**src/tdf_pkg.sv**
```systemverilog
// shared types and constants for the trial division factorizer
package tdf_pkg;

  localparam int WIDTH       = 32;
  localparam int MAX_RESULTS = 32;
  localparam int CNT_W       = $clog2(MAX_RESULTS);
  localparam int STEP_W      = $clog2(WIDTH);

  typedef enum logic [1:0] {
    ST_IDLE,
    ST_CHECK,
    ST_DIV,
    ST_DECIDE
  } tdf_state_t;

  // what goes into the result register
  typedef enum logic [1:0] {
    SEL_ZERO,
    SEL_DIV,
    SEL_REM
  } tdf_sel_t;

  typedef struct packed {
    logic     load;
    logic     div_start;
    logic     emit;
    tdf_sel_t sel;
    logic     take;
    logic     bump;
  } tdf_cmd_t;

  typedef struct packed {
    logic below_two;
    logic div_done;
    logic le;
    logic zero;
    logic out_free;
    logic cap;
  } tdf_sts_t;

endpackage

```
**src/trial_division_factorizer_unit.sv**
```systemverilog
// top level of the trial division factorizer
//
// takes one 32-bit unsigned number per input beat and returns its prime factors,
// smallest first and with multiplicity, one output beat per factor; out_last marks
// the final factor and out_largest carries the largest factor so far, so the last
// beat gives the smoothness bound. inputs 0 and 1 give one beat with factor 0.
// one number is worked at a time: in_ready is high only while the block is idle.
// each trial divisor costs one pass of a shared restoring divider plus a pass
// through the check and decide states, so the work for a number grows with the
// number of trial divisors plus factors; the divisors run up to the square root
// of the remainder, which bounds a 32-bit prime at about 65536 trials. results
// go through a one-beat output register, so the block keeps dividing while a
// finished factor waits for out_ready and stalls only when it has the next one.
module trial_division_factorizer_unit
  import tdf_pkg::*;
(
  input  logic             clk,
  input  logic             rst_n,
  input  logic             in_valid,
  output logic             in_ready,
  input  logic [WIDTH-1:0] in_number,
  output logic             out_valid,
  input  logic             out_ready,
  output logic [WIDTH-1:0] out_factor,
  output logic [WIDTH-1:0] out_largest,
  output logic             out_last
);

  // command and status between controller and datapath
  tdf_cmd_t cmd;
  tdf_sts_t sts;

  tdf_ctrl u_ctrl (
    .clk      (clk),
    .rst_n    (rst_n),
    .in_valid (in_valid),
    .in_ready (in_ready),
    .sts      (sts),
    .cmd      (cmd)
  );

  tdf_dp u_dp (
    .clk         (clk),
    .rst_n       (rst_n),
    .cmd         (cmd),
    .sts         (sts),
    .in_number   (in_number),
    .out_valid   (out_valid),
    .out_ready   (out_ready),
    .out_factor  (out_factor),
    .out_largest (out_largest),
    .out_last    (out_last)
  );

endmodule

```
**src/tdf_div.sv**
```systemverilog
// iterative restoring divider, one quotient bit per cycle
module tdf_div
  import tdf_pkg::*;
(
  input  logic             clk,
  input  logic             rst_n,
  input  logic             start,
  input  logic [WIDTH-1:0] dividend,
  input  logic [WIDTH-1:0] divisor,
  output logic [WIDTH-1:0] quotient,
  output logic [WIDTH-1:0] remainder,
  output logic             done
);

  logic [WIDTH-1:0]  q_r;
  logic [WIDTH-1:0]  r_r;
  logic [STEP_W-1:0] cnt_r;
  logic              busy_r;
  logic              done_r;

  logic [WIDTH:0]    shifted;
  logic [WIDTH:0]    dvs_ext;
  logic [WIDTH:0]    diff;
  logic              ge;

  assign shifted = {r_r, q_r[WIDTH-1]};
  assign dvs_ext = {1'b0, divisor};
  assign ge      = (shifted >= dvs_ext);
  assign diff    = shifted - dvs_ext;

  always_ff @(posedge clk) begin
    if (!rst_n) begin
      busy_r <= 1'b0;
      done_r <= 1'b0;
      cnt_r  <= '0;
    end else begin
      done_r <= 1'b0;
      if (start) begin
        busy_r <= 1'b1;
        cnt_r  <= '0;
      end else if (busy_r) begin
        cnt_r <= cnt_r + STEP_W'(1);
        if (cnt_r == STEP_W'(WIDTH - 1)) begin
          busy_r <= 1'b0;
          done_r <= 1'b1;
        end
      end
    end
  end

  always_ff @(posedge clk) begin
    if (start) begin
      q_r <= dividend;
      r_r <= '0;
    end else if (busy_r) begin
      q_r <= {q_r[WIDTH-2:0], ge};
      r_r <= ge ? diff[WIDTH-1:0] : shifted[WIDTH-1:0];
    end
  end

  assign quotient  = q_r;
  assign remainder = r_r;
  assign done      = done_r;

endmodule

```
**src/tdf_dp.sv**
```systemverilog
// datapath: remainder, trial divisor, result count, divider and result register
module tdf_dp
  import tdf_pkg::*;
(
  input  logic             clk,
  input  logic             rst_n,
  input  tdf_cmd_t         cmd,
  output tdf_sts_t         sts,
  input  logic [WIDTH-1:0] in_number,
  output logic             out_valid,
  input  logic             out_ready,
  output logic [WIDTH-1:0] out_factor,
  output logic [WIDTH-1:0] out_largest,
  output logic             out_last
);

  logic [WIDTH-1:0] rem_r;
  logic [WIDTH-1:0] dvs_r;
  logic [CNT_W-1:0] n_r;
  logic             out_valid_r;
  logic [WIDTH-1:0] out_factor_r;
  logic             out_last_r;

  logic [WIDTH-1:0] quo;
  logic [WIDTH-1:0] remd;
  logic             div_done;
  logic [WIDTH-1:0] emit_val;

  tdf_div u_div (
    .clk       (clk),
    .rst_n     (rst_n),
    .start     (cmd.div_start),
    .dividend  (rem_r),
    .divisor   (dvs_r),
    .quotient  (quo),
    .remainder (remd),
    .done      (div_done)
  );

  always_ff @(posedge clk) begin
    if (cmd.load) begin
      rem_r <= in_number;
      dvs_r <= WIDTH'(2);
      n_r   <= '0;
    end else begin
      if (cmd.take) begin
        rem_r <= quo;
        n_r   <= n_r + CNT_W'(1);
      end
      if (cmd.bump) begin
        dvs_r <= dvs_r + WIDTH'(1);
      end
    end
  end

  always_comb begin
    case (cmd.sel)
      SEL_ZERO: emit_val = '0;
      SEL_DIV:  emit_val = dvs_r;
      SEL_REM:  emit_val = rem_r;
      default:  emit_val = '0;
    endcase
  end

  always_ff @(posedge clk) begin
    if (!rst_n) begin
      out_valid_r <= 1'b0;
    end else if (cmd.emit) begin
      out_valid_r <= 1'b1;
    end else if (out_ready) begin
      out_valid_r <= 1'b0;
    end
  end

  always_ff @(posedge clk) begin
    if (cmd.emit) begin
      out_factor_r <= emit_val;
      out_last_r   <= (cmd.sel != SEL_DIV);
    end
  end

  assign sts.below_two = (rem_r < WIDTH'(2));
  assign sts.div_done  = div_done;
  assign sts.le        = (dvs_r <= quo);
  assign sts.zero      = (remd == '0);
  assign sts.out_free  = !out_valid_r || out_ready;
  assign sts.cap       = (n_r == CNT_W'(MAX_RESULTS - 1));

  assign out_valid   = out_valid_r;
  assign out_factor  = out_factor_r;
  assign out_largest = out_factor_r;
  assign out_last    = out_last_r;

endmodule

```
**src/tdf_ctrl.sv**
```systemverilog
// controller state machine for the trial division loop
module tdf_ctrl
  import tdf_pkg::*;
(
  input  logic     clk,
  input  logic     rst_n,
  input  logic     in_valid,
  output logic     in_ready,
  input  tdf_sts_t sts,
  output tdf_cmd_t cmd
);

  tdf_state_t state_r;
  tdf_state_t state_nxt;

  always_ff @(posedge clk) begin
    if (!rst_n) begin
      state_r <= ST_IDLE;
    end else begin
      state_r <= state_nxt;
    end
  end

  always_comb begin
    state_nxt = state_r;
    case (state_r)
      ST_IDLE: begin
        if (in_valid) state_nxt = ST_CHECK;
      end
      ST_CHECK: begin
        if (!sts.below_two) state_nxt = ST_DIV;
        else if (sts.out_free) state_nxt = ST_IDLE;
      end
      ST_DIV: begin
        if (sts.div_done) state_nxt = ST_DECIDE;
      end
      ST_DECIDE: begin
        if (sts.le && !sts.zero) begin
          state_nxt = ST_CHECK;
        end else if (sts.out_free) begin
          state_nxt = (sts.le && !sts.cap) ? ST_CHECK : ST_IDLE;
        end
      end
      default: state_nxt = ST_IDLE;
    endcase
  end

  always_comb begin
    cmd      = '0;
    cmd.sel  = SEL_ZERO;
    in_ready = 1'b0;
    case (state_r)
      ST_IDLE: begin
        in_ready = 1'b1;
        cmd.load = in_valid;
      end
      ST_CHECK: begin
        if (!sts.below_two) begin
          cmd.div_start = 1'b1;
        end else begin
          cmd.emit = sts.out_free;
        end
      end
      ST_DIV: begin
      end
      ST_DECIDE: begin
        if (sts.le && !sts.zero) begin
          cmd.bump = 1'b1;
        end else if (sts.le && !sts.cap) begin
          cmd.sel  = SEL_DIV;
          cmd.emit = sts.out_free;
          cmd.take = sts.out_free;
        end else begin
          cmd.sel  = SEL_REM;
          cmd.emit = sts.out_free;
        end
      end
      default: begin
      end
    endcase
  end

endmodule

```
**config.mk**
```make
export PLATFORM = sky130hd
export DESIGN_NAME = trial_division_factorizer_unit
export DESIGN_NICKNAME = d
export VERILOG_FILES = /design/src/tdf_pkg.sv /design/src/trial_division_factorizer_unit.sv /design/src/tdf_div.sv /design/src/tdf_dp.sv /design/src/tdf_ctrl.sv
export SDC_FILE = /design/constraint.sdc
export NUM_CORES = 1
export LEC_CHECK = 0
export ABC_AREA = 0
export BUFFER_PORTS_ARGS = -buffer_cell sky130_fd_sc_hd__buf_4
export CAP_MARGIN = 5
export CELL_PAD_IN_SITES_DETAIL_PLACEMENT = 1
export CELL_PAD_IN_SITES_GLOBAL_PLACEMENT = 1
export CORE_UTILIZATION = 46
export CTS_CLUSTER_DIAMETER = 50
export DETAILED_ROUTE_END_ITERATION = 16
export PLACE_DENSITY = 0.82
export SYNTH_ARGS = -nofsm -noshare
export SYNTH_HDL_FRONTEND = slang
export SYNTH_SLANG_ARGS = --single-unit
```
**constraint.sdc**
```tcl
create_clock -name clk -period 4.37 [get_ports clk]
set_input_delay 0.2185 -clock clk [delete_from_list [all_inputs] [get_ports clk]]
set_output_delay 0.2185 -clock clk [all_outputs]
set_load 0.05 [all_outputs]
```
==> run metrics, run 1 <==
outcome finished with violations; failing checks DRC; Setup Viol. Count Final 0; syn nets 1290; first-pass GRT wire length 52.62 mm; Post-Route Skew 20.00 ps; top post-synthesis cells by area edfxtp_1 (28%), dfxtp_1 (15%), ha_1 (8.5%); DRC viols 6; initial antenna violation count 0; total congestion overflow 0; syn avg cell area 8.843 sq um; layout cells sized above 1 13.84%; Total Routed Length 33.33 mm; largest net degree at the start of global routing 94; cell area after layout 11910 sq um; ys async rst share 0%; RSZ-0062 raised after global routing false; vias in the first global route 9503; maximum vdd drop 0.0003526 V; cts hold-fix bufs 0; DIE AREA 23330 sq um; warnings from Yosys 0; Unique masters post-synth 60; Sw Ratio 42.31%; setup bufs post-CTS 0; top_reg_cell synth edfxtp_1; Worst-Skew Late Latency 450 ps; IO Port Bufs 102; area leader, netlist edfxtp_1; Hold Path Cell Cnt 3; H-tree depth 4; Place WS 808.0 ps; CTS tree built; type of the tightest min-delay check in2reg; max-slew violations 0; dpl cell area 11280 sq um; post-CTS sizing 0; Leak 4.648 nW; Synth top area share 27.87%; IO Count 103; dpl hpwl 23.41 mm; #FFs+latches synth 176; post-route antenna net violation count 0; Initial Util 47.46%; post-route setup slack 708.0 ps; CP Capture Type register; Pre-antenna DRT Iters 11; total routing usage reported by global routing 29.03%; final core occ 54.08%; post-route minimum period 3662 ps; reg2reg path depth 13; Placer Congestion 0.8974; Achievable Freq 0.2731 GHz; Post-synth EDFFs 97; max cap viols 0; initial detailed-routing violation count 673; Final Hold Fails 0; commonest non-fill, non-tap cell in the layout nand2_1; Post-Syn Area 10450 sq um; Avg Vias per Cell 6.071; crit start category register; Syn-to-layout area delta 13.96%; DR vias 9288; core area 22030 sq um; sequential area share after synthesis 43.00%; Root Buffer clkbuf_16; worst relative slew slack 34.54%; FILL cells 2525; Worst-path clk slew 90 ps; die width 152.7 um; slew at the pin with the worst max-slew slack 981.9 ps; clk sinks 176; sw power 3.015 mW; row count 54; Final nets 1345; PD cells 598.2 nW/um^2; diode count 0; CP Class reg2reg; CP required 4560 ps; TritonCTS buffer count 17; Syn Inst Count 1182; final clock period utilization by the worst path 83.80%; Sequential Power Share 32.9%; Routed wire per std cell 21.78 um; combinational power share 44.5%; clk buf depth 2; Internal Dissipation 4.110 mW; Die Y-Extent 152.7 um; Max FO, Critical Path 33; TNS Setup 0 ps; clock share of power 22.7%; worst endpoint data arrival time 3850 ps; most frequent cells in the layout nand2_1 (150), nor2_1 (123), buf_4 (120)
==> flip-flops by register name, summed over array words and instances (netlist names), named ones only <==
name,flops
u_dp.u_div.busy_r,1
u_dp.u_div.cnt_r,5
u_dp.n_r,5
u_ctrl.state_r,1
u_dp.u_div.remainder,32
u_dp.u_div.done,1
u_dp.out_last,1
u_dp.rem_r,32
u_dp.u_div.quotient,32
u_dp.out_valid,1
u_dp.out_factor,32
u_dp.dvs_r,32
==> layout make-up <==
type | count | area (sq um) | share of cell area [%]
Inverter | 82 | 307.8 | 2.584
Sequential cell | 176 | 4496 | 37.74
Tap cell | 280 | 350.3 | 2.941
Multi-Input combinational cell | 840 | 5229 | 43.90
Timing Repair Buffer | 120 | 900.9 | 7.563
Clock buffer | 17 | 425.4 | 3.571
Clock inverter | 15 | 202.7 | 1.702
==> final timing paths <==
path                                start                   to  slack [ps]
setup / recovery  u_dp.u_div.quotient[15]  u_dp.out_factor[21]         710
hold / removal               in_number[5]        u_dp.rem_r[5]          40
setup reg to reg  u_dp.u_div.quotient[15]  u_dp.out_factor[21]         710
hold reg to reg               u_dp.n_r[3]          u_dp.n_r[3]         490
==> power groups by stage <==
stage                     sequential, mW  combinational [mW]  clock [mW]
after floorplan                     2.25                2.39           0
after global placement              2.35                2.99           0
after detailed placement            2.36                3.08           0
after CTS                           2.33                3.15        1.64
after global routing                2.37                3.52        1.69
final                               2.34                3.17        1.62
==> critical path, stage by stage, from the launching register on <==
cell and delay, ps:
edfxtp_1 340, inv_1 90, ha_1 330, nand4_1 190
or3_1 410, o221ai_1 380, a21oi_1 80, o21ai_1 320
a21oi_1 110, or2_2 300, ha_1 180, buf_4 280
a22oi_1 330, nor2_1 70
==> logic make-up after synthesis <==
logic type	count (synthesis)	synth area share (%)
compound gates	288	17.09
xor+xnor	47	3.938
fa+ha+maj	72	8.690
buf+inv	166	7.122
flops	176	43.00
mux	22	2.286
simple gates	411	17.87
==> cell usage after synthesis (all sizes together) (6+ instances only) <==
cell type,instances
a21o,28
a21oi,52
a22oi,32
a311oi,10
a31oi,25
and3,10
buf,35
clkbuf,49
dfxtp,79
edfxtp,97
ha,71
inv,81
mux2,15
mux2i,7
nand2,150
nand3,29
nand4,17
nor2,125
nor2b,6
nor3,16
nor4,22
o21ai,105
or3,9
xnor2,35
xor2,12
==> per-layer routing <==
layer	vias up	wire length (um)	GRT usage (%)
li1	4293	-	-
met3	53	1872	4.352
met2	309	16570	50.55
met5	-	0	0
met1	4633	14030	36.82
met4	0	858	9.572
==> stage by stage <==
step	hold slack [ps]	instances	total power, mW
finish	35.27	1530	7.125
global route	58.10	1530	7.577
CTS	31.86	1530	7.121
detailed placement	479.4	1498	5.446
global placement	467.2	1498	5.339
floorplan	340.2	1182	4.638
Note: power is estimated with default switching activity, not from simulation.
==> inputs of run 2 (changes only) <==
--- a/config.mk
+++ b/config.mk
@@ -10,10 +10,10 @@
 export CAP_MARGIN = 5
 export CELL_PAD_IN_SITES_DETAIL_PLACEMENT = 1
 export CELL_PAD_IN_SITES_GLOBAL_PLACEMENT = 1
-export CORE_UTILIZATION = 46
+export CORE_UTILIZATION = 41
 export CTS_CLUSTER_DIAMETER = 50
 export DETAILED_ROUTE_END_ITERATION = 16
-export PLACE_DENSITY = 0.82
+export PLACE_DENSITY = 0.77
 export SYNTH_ARGS = -nofsm -noshare
 export SYNTH_HDL_FRONTEND = slang
 export SYNTH_SLANG_ARGS = --single-unit
==> constraint.sdc (replaced) <==
create_clock -name clk -period 3 [get_ports clk]
set_input_delay 0.15 -clock clk [delete_from_list [all_inputs] [get_ports clk]]
set_output_delay 0.15 -clock clk [all_outputs]
set_load 0.05 [all_outputs]
==> run 2 against run 1 <==
  * The flow finishes with violations (hold timing, setup timing)
  * Flip-flop and latch count stayed put
  * Count of clock-buffer cells in the layout did not move
  * Total power up 77%
  * Critical path depth grew 3
  * Global-route usage up 4.1 points
  * Utilization grew 4.6 points
  * Fmax rose by 2.9%
  * Routed wire length rose by 60%
  * Combinational power up 110%
  * Worst hold slack got worse by 62 ps
  * Critical endpoint is now u_dp.out_factor[9]
  * Largest power group unchanged
  * Highest routed layer is now met5
==> run metrics, run 2 (synthesis gave the netlist of run 1 again) <==
met2 Use GR 57.62% (was 50.55%); # placed instances 1644 (was 1498); TritonCTS buffer count 17 (unchanged); Total Routed Length 53.26 mm (was 33.33 mm); largest net degree at the start of global routing 62 (was 94); initial detailed-routing violation count 1328 (was 673); maximum vdd drop 0.0004994 V (was 0.0003526 V); R2R Setup Slk -560 ps (was 710 ps); row count 58 (was 54); final cell count without fillers 1737 (was 1530); total power 12.61 mW (was 7.125 mW); commonest non-fill, non-tap cell in the layout buf_4 (was nand2_1); register area 4526 sq um (was 4496 sq um); Final nets 1501 (was 1345); crit path launch u_dp.u_div.quotient[13] (was u_dp.u_div.quotient[15]); final clock period utilization by the worst path 118.7% (was 83.80%); Pre-antenna DRT Iters 5 (was 11); DRC viols 0 (was 6); dpl hpwl 25.79 mm (was 23.41 mm); DIE AREA 26140 sq um (was 23330 sq um); Final Hold Fails 3 (was 0); Root Buffer clkbuf_16 (unchanged); Routed wire per std cell 30.66 um (was 21.78 um); PD cells 856.4 nW/um^2 (was 598.2 nW/um^2); reg-to-reg critical path startpoint u_dp.u_div.quotient[13] (was u_dp.u_div.quotient[15]); Min Hold Slack -26.44 ps (was 35.27 ps); post-route minimum period 3560 ps (was 3662 ps); Leak 5.870 nW (was 4.648 nW); CP Capture Type register (unchanged); GR peak layer met2 (unchanged); die width 161.7 um (was 152.7 um); reg2reg path depth 16 (was 13); CP Class reg2reg (unchanged); post-route antenna net violation count 0 (unchanged); vias in the first global route 11170 (was 9503); failing checks hold timing, setup timing (was DRC); worst relative slew slack 39.50% (was 34.54%); TNS Setup -55240 ps (was 0 ps); max cap viols 0 (unchanged); H-tree depth 4 (unchanged); max-slew violations 0 (unchanged); Placer Congestion 0.8633 (was 0.8974); RR Endpoint u_dp.out_factor[9] (was u_dp.out_factor[21]); footprint of the multi-input gates 6311 sq um (was 5229 sq um); post-route setup slack -560.2 ps (was 708.0 ps); total congestion overflow 0 (unchanged); GR Layer Usage met3 6.997% (was 4.352%); worst endpoint data arrival time 3780 ps (was 3850 ps); IO Port Bufs 102 (unchanged); DR vias 11400 (was 9288); Initial Util 41.63% (was 47.46%); met1 Usage GRT 38.50% (was 36.82%); Post-Route Skew 27.65 ps (was 20.00 ps); CP required 3220 ps (was 4560 ps); CP endpoint u_dp.out_factor[9] (was u_dp.out_factor[21]); Worst-Skew Late Latency 480 ps (was 450 ps); clk buf depth 2 (unchanged); crit start category register (unchanged); most frequent cells in the layout buf_4 (212), nand2_1 (147), nor2_1 (118) (was nand2_1 (150), nor2_1 (123), buf_4 (120)); core area 25110 sq um (was 22030 sq um); Setup Viol. Count Final 175 (was 0); outcome finished with violations (unchanged); clk sinks 176 (unchanged); IO Count 103 (unchanged); FILL cells 2731 (was 2525); Worst-path clk slew 80 ps (was 90 ps); Max FO, Critical Path 8 (was 33); RSZ-0062 raised after global routing true (was false); CTS tree built (unchanged); Avg Vias per Cell 6.560 (was 6.071); Achievable Freq 0.2809 GHz (was 0.2731 GHz); layout cells sized above 1 35.09% (was 13.84%); Die Y-Extent 161.7 um (was 152.7 um); total routing usage reported by global routing 33.13% (was 29.03%); initial antenna violation count 2 (was 0); type of the tightest min-delay check in2reg (unchanged); first-pass GRT wire length 65.37 mm (was 52.62 mm); Syn-to-layout area delta 40.88% (was 13.96%); slew at the pin with the worst max-slew slack 898.0 ps (was 981.9 ps)
run 2: changes by cell type in the layout (fill, tap and decap cells not counted), moves of 21 or more:
cell | previous run | this run
buf_4 | 120 | 212
a22oi_1 | 32 | 1
a22oi_2 | 0 | 31
ha_1 | 71 | 46
buf_6 | 0 | 23
ha_4 | 0 | 21
run 2: what timing repair did:
| action | in CTS | in global routing |
|---|---|---|
| endpoints found under the hold margin | 16 | 0 |
| pin swaps | 63 | 119 |
| endpoints found under the setup margin | 135 | 166 |
| resized for setup | 112 | 168 |
| buffers inserted | 20 | 23 |
| gates cloned | 9 | 6 |
| hold buffers | 14 | 0 |
run 2: area by class of cell:
cell class	count	share of cell area [%]
clock buffers	17	2.889
multi-input cells	840	42.86
inverters	82	2.116
clock inverters	14	1.088
diodes	2	0.03399
flip-flops and latches	176	30.73
well taps	330	2.804
repair buffers	276	17.48
run 2: per-stage QoR:
stage,hold slack [ps],setup slack [ps],instance area (sq um),utilization [%]
3_3_place_gp,410.2,-191.3,12200,48.59
6_report,-26.44,-560.2,14730,58.65
3_5_place_dp,419.5,-305.6,12200,48.59
5_1_grt,5.830,-544.4,14720,58.63
2_1_floorplan,271.7,1.060,10470,-
4_1_cts,0.1689,-46.71,13770,54.82
run 2: worst max-delay path: stages, from the launching register on:
cell and delay [ps]:
edfxtp_1 380, inv_2 80, ha_4 280, nand4_1 140, buf_4 200, buf_6 120, o32ai_2 350, a211o_1 250
buf_4 150, a21oi_4 60, o21ai_4 220, a21oi_2 70, or2_4 250, ha_4 250, buf_16 190, a22oi_2 230
nor2_1 100
run 2: worst min-delay path by stage:
stage	start	slack, ps	end	depth (start not counted)
after detailed placement	rst_n	420	u_dp.u_div.busy_r	2
after floorplan	rst_n	270	u_dp.u_div.busy_r	1
after CTS	in_number[7]	0.2	u_dp.rem_r[7]	3
after global placement	rst_n	410	u_dp.u_div.busy_r	2
after global routing	in_number[25]	6	u_dp.rem_r[25]	3
final	in_number[2]	-30	u_dp.rem_r[2]	3
run 2: where the power goes:
part | total [mW] | internal, mW | switching, mW
Clock | 2.44 | 1.19 | 1.25
Sequential | 3.54 | 3.00 | 0.540
Combinational | 6.63 | 2.79 | 3.84
run 2: layer usage:
| layer | share of wire, % | wire [um] | vias to the layer above |
|---|---|---|---|
| met3 | 9.3 | 4936 | 322 |
| met4 | 7.7 | 4081 | 2 |
| met5 | 0.077 | 41 | - |
| met1 | 35 | 18830 | 5594 |
| li1 | - | - | 4620 |
| met2 | 48 | 25360 | 857 |
==> inputs of run 3 (changes only) <==
--- a/config.mk
+++ b/config.mk
@@ -14,6 +14,7 @@
 export CTS_CLUSTER_DIAMETER = 50
 export DETAILED_ROUTE_END_ITERATION = 16
 export PLACE_DENSITY = 0.77
+export RECOVER_POWER = 25
 export SYNTH_ARGS = -nofsm -noshare
 export SYNTH_HDL_FRONTEND = slang
 export SYNTH_SLANG_ARGS = --single-unit
==> run 3 against run 2 <==
  * The flow still finishes with violations (hold timing, setup timing)
  * Sequential share of layout area up 0.40 points
  * Count of clock-buffer cells in the layout unchanged
  * Worst setup slack worse by 20 ps
  * Fmax down 0.57%
  * Worst hold slack better by 1.0 ps
  * Combinational power about the same
  * Critical path type unchanged
  * Non-clock buffer count unchanged
==> run metrics, run 3 (synthesis gave the netlist of run 1 again) <==
post-route minimum period 3581 ps (was 3560 ps); initial detailed-routing violation count 1323 (was 1328); first-pass GRT wire length 65.37 mm (unchanged); CP Capture Type register (unchanged); total routing usage reported by global routing 33.13% (unchanged); initial antenna violation count 2 (unchanged); dpl hpwl 25.79 mm (unchanged); slew at the pin with the worst max-slew slack 846.5 ps (was 898.0 ps); TNS Setup -54760 ps (was -55240 ps); Root Buffer clkbuf_16 (unchanged); Leak 5.718 nW (was 5.870 nW); Worst-Skew Late Latency 480 ps (about the same); CP Cell Sequence inv_2, ha_4, nand4_1, buf_4, buf_6, o32ai_2, a211o_1, buf_4, a21oi_4, o21ai_4, a21oi_2, or2_4, ha_4, clkbuf_16, a22oi_2, nor2_1 (was inv_2, ha_4, nand4_1, buf_4, buf_6, o32ai_2, a211o_1, buf_4, a21oi_4, o21ai_4, a21oi_2, or2_4, ha_4, buf_16, a22oi_2, nor2_1); Achievable Freq 0.2793 GHz (was 0.2809 GHz); worst endpoint data arrival time 3800 ps (was 3780 ps); max-slew violations 0 (unchanged); DIE AREA 26140 sq um (unchanged); failing checks hold timing, setup timing (unchanged); Placer Congestion 0.8633 (unchanged); worst relative slew slack 42.97% (was 39.50%); type of the tightest min-delay check in2reg (unchanged); Die Y-Extent 161.7 um (unchanged); DR vias 11280 (was 11400); core area 25110 sq um (unchanged); Avg Vias per Cell 6.498 (was 6.560); DRC viols 0 (unchanged); final clock period utilization by the worst path 119.4% (was 118.7%); total power 12.59 mW (was 12.61 mW); die width 161.7 um (unchanged); CTS tree built (unchanged); delay-heaviest family, CP compound AO/OA/AOI/OAI gates (unchanged); row count 58 (unchanged); vias in the first global route 11170 (unchanged); R2R Setup Slk -580 ps (was -560 ps); Pre-antenna DRT Iters 5 (unchanged); crit path launch u_dp.u_div.quotient[13] (unchanged); hold path start in_number[2] (unchanged); CP bufs+invs 5 (unchanged); CP endpoint u_dp.out_factor[10] (was u_dp.out_factor[9]); Max FO, Critical Path 8 (unchanged); crit start category register (unchanged); RR Endpoint u_dp.out_factor[10] (was u_dp.out_factor[9]); PD cells 866.4 nW/um^2 (was 856.4 nW/um^2); clk buf depth 2 (unchanged); CP Class reg2reg (unchanged); outcome finished with violations (unchanged); Routed wire per std cell 30.58 um (was 30.66 um); H-tree depth 4 (unchanged); reg-to-reg critical path startpoint u_dp.u_div.quotient[13] (unchanged); reg2reg path depth 16 (unchanged); TritonCTS buffer count 17 (unchanged); CP required 3220 ps (about the same); Min Hold Slack -25.44 ps (was -26.44 ps); max cap viols 0 (unchanged); Worst-path clk slew 80 ps (about the same); Worst path slowest cell edfxtp_1 (unchanged); most frequent cells in the layout buf_4 (162), nand2_1 (147), nor2_1 (118) (was buf_4 (212), nand2_1 (147), nor2_1 (118)); Setup Viol. Count Final 173 (was 175); commonest non-fill, non-tap cell in the layout buf_4 (unchanged); Syn-to-layout area delta 39.06% (was 40.88%); maximum vdd drop 0.0004951 V (was 0.0004994 V); layout cells sized above 1 31.53% (was 35.09%); post-route antenna net violation count 0 (unchanged); largest net degree at the start of global routing 62 (unchanged); clk sinks 176 (unchanged); total congestion overflow 0 (unchanged); Initial Util 41.63% (unchanged); crit-path max cell delay 380 ps (about the same); Total Routed Length 53.08 mm (was 53.26 mm); final core occ 57.89% (was 58.65%); Final nets 1501 (unchanged); Final Hold Fails 3 (unchanged); IO Port Bufs 102 (unchanged); critical path depth 16 (unchanged); IO Count 103 (unchanged); RSZ-0062 raised after global routing true (unchanged); post-route setup slack -580.7 ps (was -560.2 ps); Post-Route Skew 20.39 ps (was 27.65 ps)
-- run 3: worst reg2reg max path, delay by kind of cell (launching register included) --
| kind | cells | cell delay, ps |
|---|---|---|
| flip-flops | 1 | 380 |
| buffers and inverters | 5 | 780 |
| AND/OR/NAND/NOR | 3 | 480 |
| adder cells (fa/ha/maj) | 2 | 530 |
| AO/OA/AOI/OAI | 6 | 1170 |
-- run 3: final cells by class --
| class | instances | area (sq um) |
|---|---|---|
| flip-flops and latches | 176 | 4526 |
| repair buffers | 276 | 2386 |
| well taps | 330 | 412.9 |
| fillers | 2757 | 10570 |
| clock inverters | 14 | 160.2 |
| clock buffers | 17 | 425.4 |
| diodes | 1 | 2.502 |
| inverters | 82 | 311.5 |
| multi-input cells | 840 | 6311 |
-- run 3: worst min-delay path by stage --
stage                              to  slack [ps]  depth (start not counted)
detailed placement  u_dp.u_div.busy_r         420                          2
floorplan           u_dp.u_div.busy_r         270                          1
CTS                     u_dp.rem_r[7]         0.2                          3
finish                  u_dp.rem_r[2]         -30                          3
global placement    u_dp.u_div.busy_r         410                          2
global route           u_dp.rem_r[25]           6                          3
-- run 3: where the power goes --
part           switching (mW)  leakage [nW]  internal, mW  total, mW
clock                    1.25         0.288          1.19       2.44
combinational            3.83          3.93          2.79       6.62
sequential              0.532          1.50          3.00       3.53
-- run 3: metrics by stage --
stage / area [sq um] / instances / setup WS, ps
after detailed placement: 12200 / 1644 / -305.6
after global routing: 14530 / 1735 / -544.4
after floorplan: 10470 / 1182 / 1.060
after global placement: 12200 / 1644 / -191.3
after CTS: 13770 / 1716 / -46.71
final: 14540 / 1736 / -580.7
-- run 3: repair_timing --
item	CTS	global route
pin swaps	63	119
buffers inserted	20	23
gates resized for setup	112	168
gates cloned	9	6
endpoints found under the hold margin	16	0
endpoints found under the setup margin	135	166
hold buffers	14	0
-- run 3: per-layer routing --
layer / wire, um / global-route usage [%] / up-vias
met2: 25460 / 57.62 / 832
met4: 4005 / 16.81 / 2
met3: 5040 / 6.997 / 301
met1: 18530 / 38.50 / 5533
met5: 36 / 0 / -
li1: - / - / 4613
